<file path="src/rtl/vp_pkg.sv">
// Shared types, constants and arithmetic helpers of the vertex projection block.
// No dependencies.
package vp_pkg;

    localparam int CFG_IDX_W  = 8;
    localparam int NUM_REGS   = 8;
    localparam int CW         = 59;   // clip component, signed Q.32
    localparam int AW         = 57;   // magnitude of a clip component
    localparam int RW         = 73;   // divide remainder, magnitude << 16
    localparam int QW         = 32;   // quotient bits kept
    localparam int DIV_STAGES = QW;
    localparam int BK_STAGES  = DIV_STAGES + 2;
    localparam int FIFO_DEPTH = 4;
    localparam int FIFO_AW    = 2;

    typedef enum logic [2:0] {
        REG_ROW0_01 = 3'd0,
        REG_ROW0_23 = 3'd1,
        REG_ROW1_01 = 3'd2,
        REG_ROW1_23 = 3'd3,
        REG_ROW2_01 = 3'd4,
        REG_ROW2_23 = 3'd5,
        REG_ROW3_01 = 3'd6,
        REG_ROW3_23 = 3'd7
    } reg_idx_t;

    typedef logic signed [23:0] coef_t;
    typedef coef_t [3:0][3:0] mat_t;   // [row][col]

    typedef struct packed {
        logic signed [CW-1:0] cx;
        logic signed [CW-1:0] cy;
        logic signed [CW-1:0] cw;
        logic                 ortho;
    } item_t;

    typedef struct packed {
        logic          valid;
        logic          ortho;
        logic          wzero;
        logic          neg_x;
        logic          neg_y;
        logic          ovf_x;
        logic          ovf_y;
        logic [AW-1:0] d;
        logic [RW-1:0] rx;
        logic [RW-1:0] ry;
        logic [QW-1:0] qx;
        logic [QW-1:0] qy;
        logic [31:0]   ox;
        logic [31:0]   oy;
        logic [31:0]   dep;
        logic          clip_ox;
        logic          clip_oy;
        logic          clip_d;
    } bk_t;

    // floor(-c / 2^16) saturated; returns {clip, value}
    function automatic logic [32:0] neg_floor_sat(input logic signed [CW-1:0] c);
        logic signed [CW-1:0]    n;
        logic signed [CW-17:0]   s;
        logic [32:0]             res;
        n = -c;
        s = CW'(n >>> 16) > 0 ? n[CW-1:16] : n[CW-1:16];
        if (s[CW-17:31] == {(CW-47){s[31]}}) begin
            res = {1'b0, s[31:0]};
        end else if (s[CW-17]) begin
            res = {1'b1, 32'h8000_0000};
        end else begin
            res = {1'b1, 32'h7FFF_FFFF};
        end
        return res;
    endfunction

    // one restoring step at quotient bit k; returns {bit, remainder}
    function automatic logic [RW:0] div_step(input logic [RW-1:0] r,
                                             input logic [AW-1:0] d,
                                             input int            k);
        logic [RW+QW-1:0] rr;
        logic [RW+QW-1:0] dd;
        logic [RW:0]      res;
        rr = {{QW{1'b0}}, r};
        dd = {{(RW+QW-AW){1'b0}}, d} << k;
        if (rr >= dd) begin
            res = {1'b1, RW'(rr - dd)};
        end else begin
            res = {1'b0, r};
        end
        return res;
    endfunction

    // apply sign and saturate a quotient magnitude; returns {clip, value}
    function automatic logic [32:0] div_sat(input logic [QW-1:0] q,
                                            input logic          ovf,
                                            input logic          neg);
        logic        big;
        logic [32:0] res;
        big = ovf || (neg ? (q[31] && (|q[30:0])) : q[31]);
        if (big) begin
            res = {1'b1, neg ? 32'h8000_0000 : 32'h7FFF_FFFF};
        end else begin
            res = {1'b0, neg ? 32'(-q) : q};
        end
        return res;
    endfunction

endpackage

</file>
<file path="src/rtl/vp_fifo.sv">
// Short queue between front and back ends.
// Depends on vp_pkg.
module vp_fifo (
    input  logic           aclk,
    input  logic           aresetn,
    input  logic           push_valid,
    output logic           push_ready,
    input  vp_pkg::item_t  push_item,
    output logic           pop_valid,
    input  logic           pop_ready,
    output vp_pkg::item_t  pop_item
);
    import vp_pkg::*;

    item_t                mem [FIFO_DEPTH];
    logic [FIFO_AW-1:0]   wr_ptr_reg, rd_ptr_reg;
    logic [FIFO_AW:0]     count_reg, count_next;
    logic                 do_push, do_pop;

    assign push_ready = (count_reg != FIFO_AW'(0) + (FIFO_AW+1)'(FIFO_DEPTH));
    assign pop_valid  = (count_reg != '0);
    assign do_push    = push_valid && push_ready;
    assign do_pop     = pop_valid && pop_ready;
    assign pop_item   = mem[rd_ptr_reg];

    always_comb begin
        count_next = count_reg;
        if (do_push && !do_pop) begin
            count_next = count_reg + 1'b1;
        end else if (do_pop && !do_push) begin
            count_next = count_reg - 1'b1;
        end
    end

    always_ff @(posedge aclk) begin
        if (!aresetn) begin
            wr_ptr_reg <= '0;
            rd_ptr_reg <= '0;
            count_reg  <= '0;
        end else begin
            count_reg <= count_next;
            if (do_push) wr_ptr_reg <= wr_ptr_reg + 1'b1;
            if (do_pop)  rd_ptr_reg <= rd_ptr_reg + 1'b1;
        end
    end

    always_ff @(posedge aclk) begin
        if (do_push) begin
            mem[wr_ptr_reg] <= push_item;
        end
    end

endmodule

</file>
<file path="config.mk">
export PLATFORM = sky130hd
export DESIGN_NAME = vp_fifo
export DESIGN_NICKNAME = d
export VERILOG_FILES = /design/src/rtl/vp_pkg.sv /design/src/rtl/vp_fifo.sv
export SDC_FILE = /design/constraint.sdc
export NUM_CORES = 1
export LEC_CHECK = 0
export ABC_AREA = 0
export BUFFER_PORTS_ARGS = -buffer_cell sky130_fd_sc_hd__buf_2
export CORE_MARGIN = 2
export CORE_UTILIZATION = 31
export DETAILED_ROUTE_END_ITERATION = 8
export PLACE_DENSITY = 0.5
export SLEW_MARGIN = 0
export SYNTH_ARGS = -nofsm -noshare
export SYNTH_HDL_FRONTEND = slang
export SYNTH_SLANG_ARGS = --single-unit
</file>
<file path="constraint.sdc">
create_clock -name aclk -period 8.21 [get_ports aclk]
set_input_delay 1.2315 -clock aclk [delete_from_list [all_inputs] [get_ports aclk]]
set_output_delay 1.2315 -clock aclk [all_outputs]
set_load 0.02 [all_outputs]
</file>
==> key figures <==
Status
  – Outcome: finished, final reports clean

Route
  – DRT Pass-1 Iters: 4
  – Vias per std cell: 4.62
  – DR DRC count: 0
  – DR WL/cell: 22.4 um
  – Antenna Violating Nets Remaining: 0
  – Vias post-DR: 11800
  – Total routed wirelength: 57000 um
  – Initial DRC count: 756

Cells and area
  – FF/Latch Area: 21600 sq um
  – Largest register FFs: 712
  – Final #Nets: 1583
  – Layout cells sized above 1: 46.0%
  – Synth-to-layout area growth: 21.6%
  – Fillers: 7561
  – Area of the multi-input gates: 4300 sq um

Worst setup path
  – Worst path top cell family by delay: flip-flops
  – CP endpoint kind: output port
  – Critical path required time: 6980 ps
  – Worst Path Arrival: 3350 ps
  – Worst-path cell chain: buf_4 -> mux4_2 -> buf_2
  – Startpoint Class: flip-flop
  – Setup CP Type: flip-flop to output port
  – CP max FO: 65
  – Slowest-stage cell, CP: dfxtp_4
  – WP buf/inv: 2
  – CP peak stage delay: 1110 ps

Clock tree
  – Post-CTS Setup Inserts: 0
  – TritonCTS clock tree: done
  – PostCTS Resize Cnt: 0
  – Clock Pin Slew Worst Setup and Hold Paths: 60 ps
  – Total CTS buffers: 81
  – Root Buffer: clkbuf_16
  – Clock Tree Buf Depth: 3
  – CTS hold repair buffers: 0
  – CTS Sinks: 721
  – Clock Latency Late Sink: 620 ps
  – CTS H-Tree Depth: 3

Synth
  – Largest area contributor in the netlist: edfxtp_1
  – Most frequent cells after synthesis: 712 x edfxtp_1, 178 x mux4_2, 19 x buf_2
  – Area of the mapped netlist: 26200 sq um
  – Distinct cells, synth: 22
  – Synthesized Nets: 1166
  – Post-Syn Instances: 978
  – Post-synth top area share: 81.8%
  – Number of synthesized flops with an enable pin: 712
  – Seq/Total Area, Yosys: 82.4%
  – Top_reg_cell synth: edfxtp_1
  – Synthesized area per cell: 26.7 sq um
  – Synth warn: 0
  – Main area contributors after synthesis: edfxtp_1 82%, mux4_2 15%, dfxtp_1 0.69%
  – Share of synthesized registers carrying an async set or reset: 0%
  – Count leader, synth: edfxtp_1
  – #FFs+latches synth: 721

STA
  – Max Slew Vio Count: 0
  – Setup Skew: 18.3 ps
  – Period minus WS final: 4580 ps
  – Slew margin rel.: 17.4%
  – Least-Margin Pin Slew: 1240 ps
  – Final setup vio count: 0
  – Fin Hold WS: 501 ps
  – Worst setup margin: 3630 ps
  – RSZ-0062 raised after global routing: false
  – Fmax achieved: 0.218 GHz
  – Final worst path period share: 55.8%
  – Fin. Hold Viols: 0
  – Final TNS setup: 0 ps

Die
  – Die H: 294 um
  – # IOs: 362
  – Die area: 86700 sq um
  – Die X: 294 um
  – Starting density of the core: 31.3%
  – Cell Rows: 106
  – Core footprint: 83600 sq um

Power and ir drop
  – Worst vdd ir: 0.000196 V
  – P_leak: 10.5 nW
  – Power Density: 335 nW/um^2

Global routing
  – Number of global-route vias before repair: 12700
  – GR Util All Layers: 13.2%
  – First-pass GRT wire length: 83800 um
  – Largest net degree at the start of global routing: 111
  – Global route overflow: 0
  – Antenna violations before repair: 17

Placement
  – Pre-CTS WS: 4140 ps
  – # port buffers: 361
  – Final HPWL DP: 33600 um
  – Final Wtd Congestion: 0.685

Hold path
  – Hold Path Class: flip-flop to flip-flop

Job
  – MaxCap Viol Count: 0
-- per-layer routing --
| layer | wire, um | share of wire [%] | GRT usage (%) |
|---|---|---|---|
| met5 | 138 | 0.24 | 0 |
| met4 | 1320 | 2.3 | 4.36 |
| met3 | 3800 | 6.7 | 3.94 |
| met2 | 29000 | 51 | 22.1 |
| met1 | 22800 | 40 | 16.2 |
-- kinds of logic after synthesis --
group	Yosys count	share of synthesized area, %
AOI/OAI and AO/OA	5	0.153
xor gates and xnor gates	4	0.134
adders and majority gates	6	0.316
buffers and inverters	44	1.15
DFF	721	82.4
muxes	181	15.4
and+or+nand+nor	17	0.349
-- layout make-up --
cell class / count / area share [%]
multi-input combinational: 213 / 13.5
sequential: 721 / 67.8
antenna: 2 / 0.0157
inverter: 3 / 0.0354
tap: 1080 / 4.25
clock buffer: 96 / 6.75
clock inverter: 53 / 1.51
timing repair buffer: 375 / 6.13
-- report_power, final --
part | leakage, nW | internal (mW) | switching (mW)
registers | 6.60 | 4.47 | 0.151
logic | 2.58 | 1.02 | 1.49
clock network | 1.28 | 2.09 | 1.43
-- cells in the final DEF, fill, tap and decap left out, drive strengths merged, types with 6 or more instances in the layout --
cell type / Yosys / layout
edfxtp: 712 / 712
buf: 34 / 375
mux4: 178 / 178
clkbuf: 7 / 96
clkinv: 0 / 41
dfxtp: 9 / 9
and2: 8 / 8
bufinv: 0 / 7
inv: 3 / 6
-- worst paths after layout --
| path | start | slack [ps] | to | depth (start not counted) |
|---|---|---|---|---|
| worst max-delay path | flip-flop | 3630 | pop_item[26] | 3 |
| worst min-delay path | wr_ptr_reg[0] | 500 | wr_ptr_reg[0] | 2 |
| worst max register to register | count_reg[0] | 5060 | mem[2][67] | 4 |
| worst min register to register | wr_ptr_reg[0] | 500 | wr_ptr_reg[0] | 2 |
-- metrics by stage --
step	instance area, sq um	total power, mW	cells	util [%]
2_1_floorplan	26200	6.48	978	-
6_report	31800	10.7	2543	38.1
3_3_place_gp	29200	7.30	2392	34.9
3_5_place_dp	29200	7.32	2392	34.9
5_1_grt	31800	11.2	2543	38.1
4_1_cts	31800	10.9	2541	38.1
-- worst register-to-register path, stage by stage (launching register included) --
cell,delay [ps]
dfxtp_1,460
nor2_1,110
a21boi_2,360
and2_4,920
buf_4,840
No activity file was read; power rests on OpenSTA's default activity.
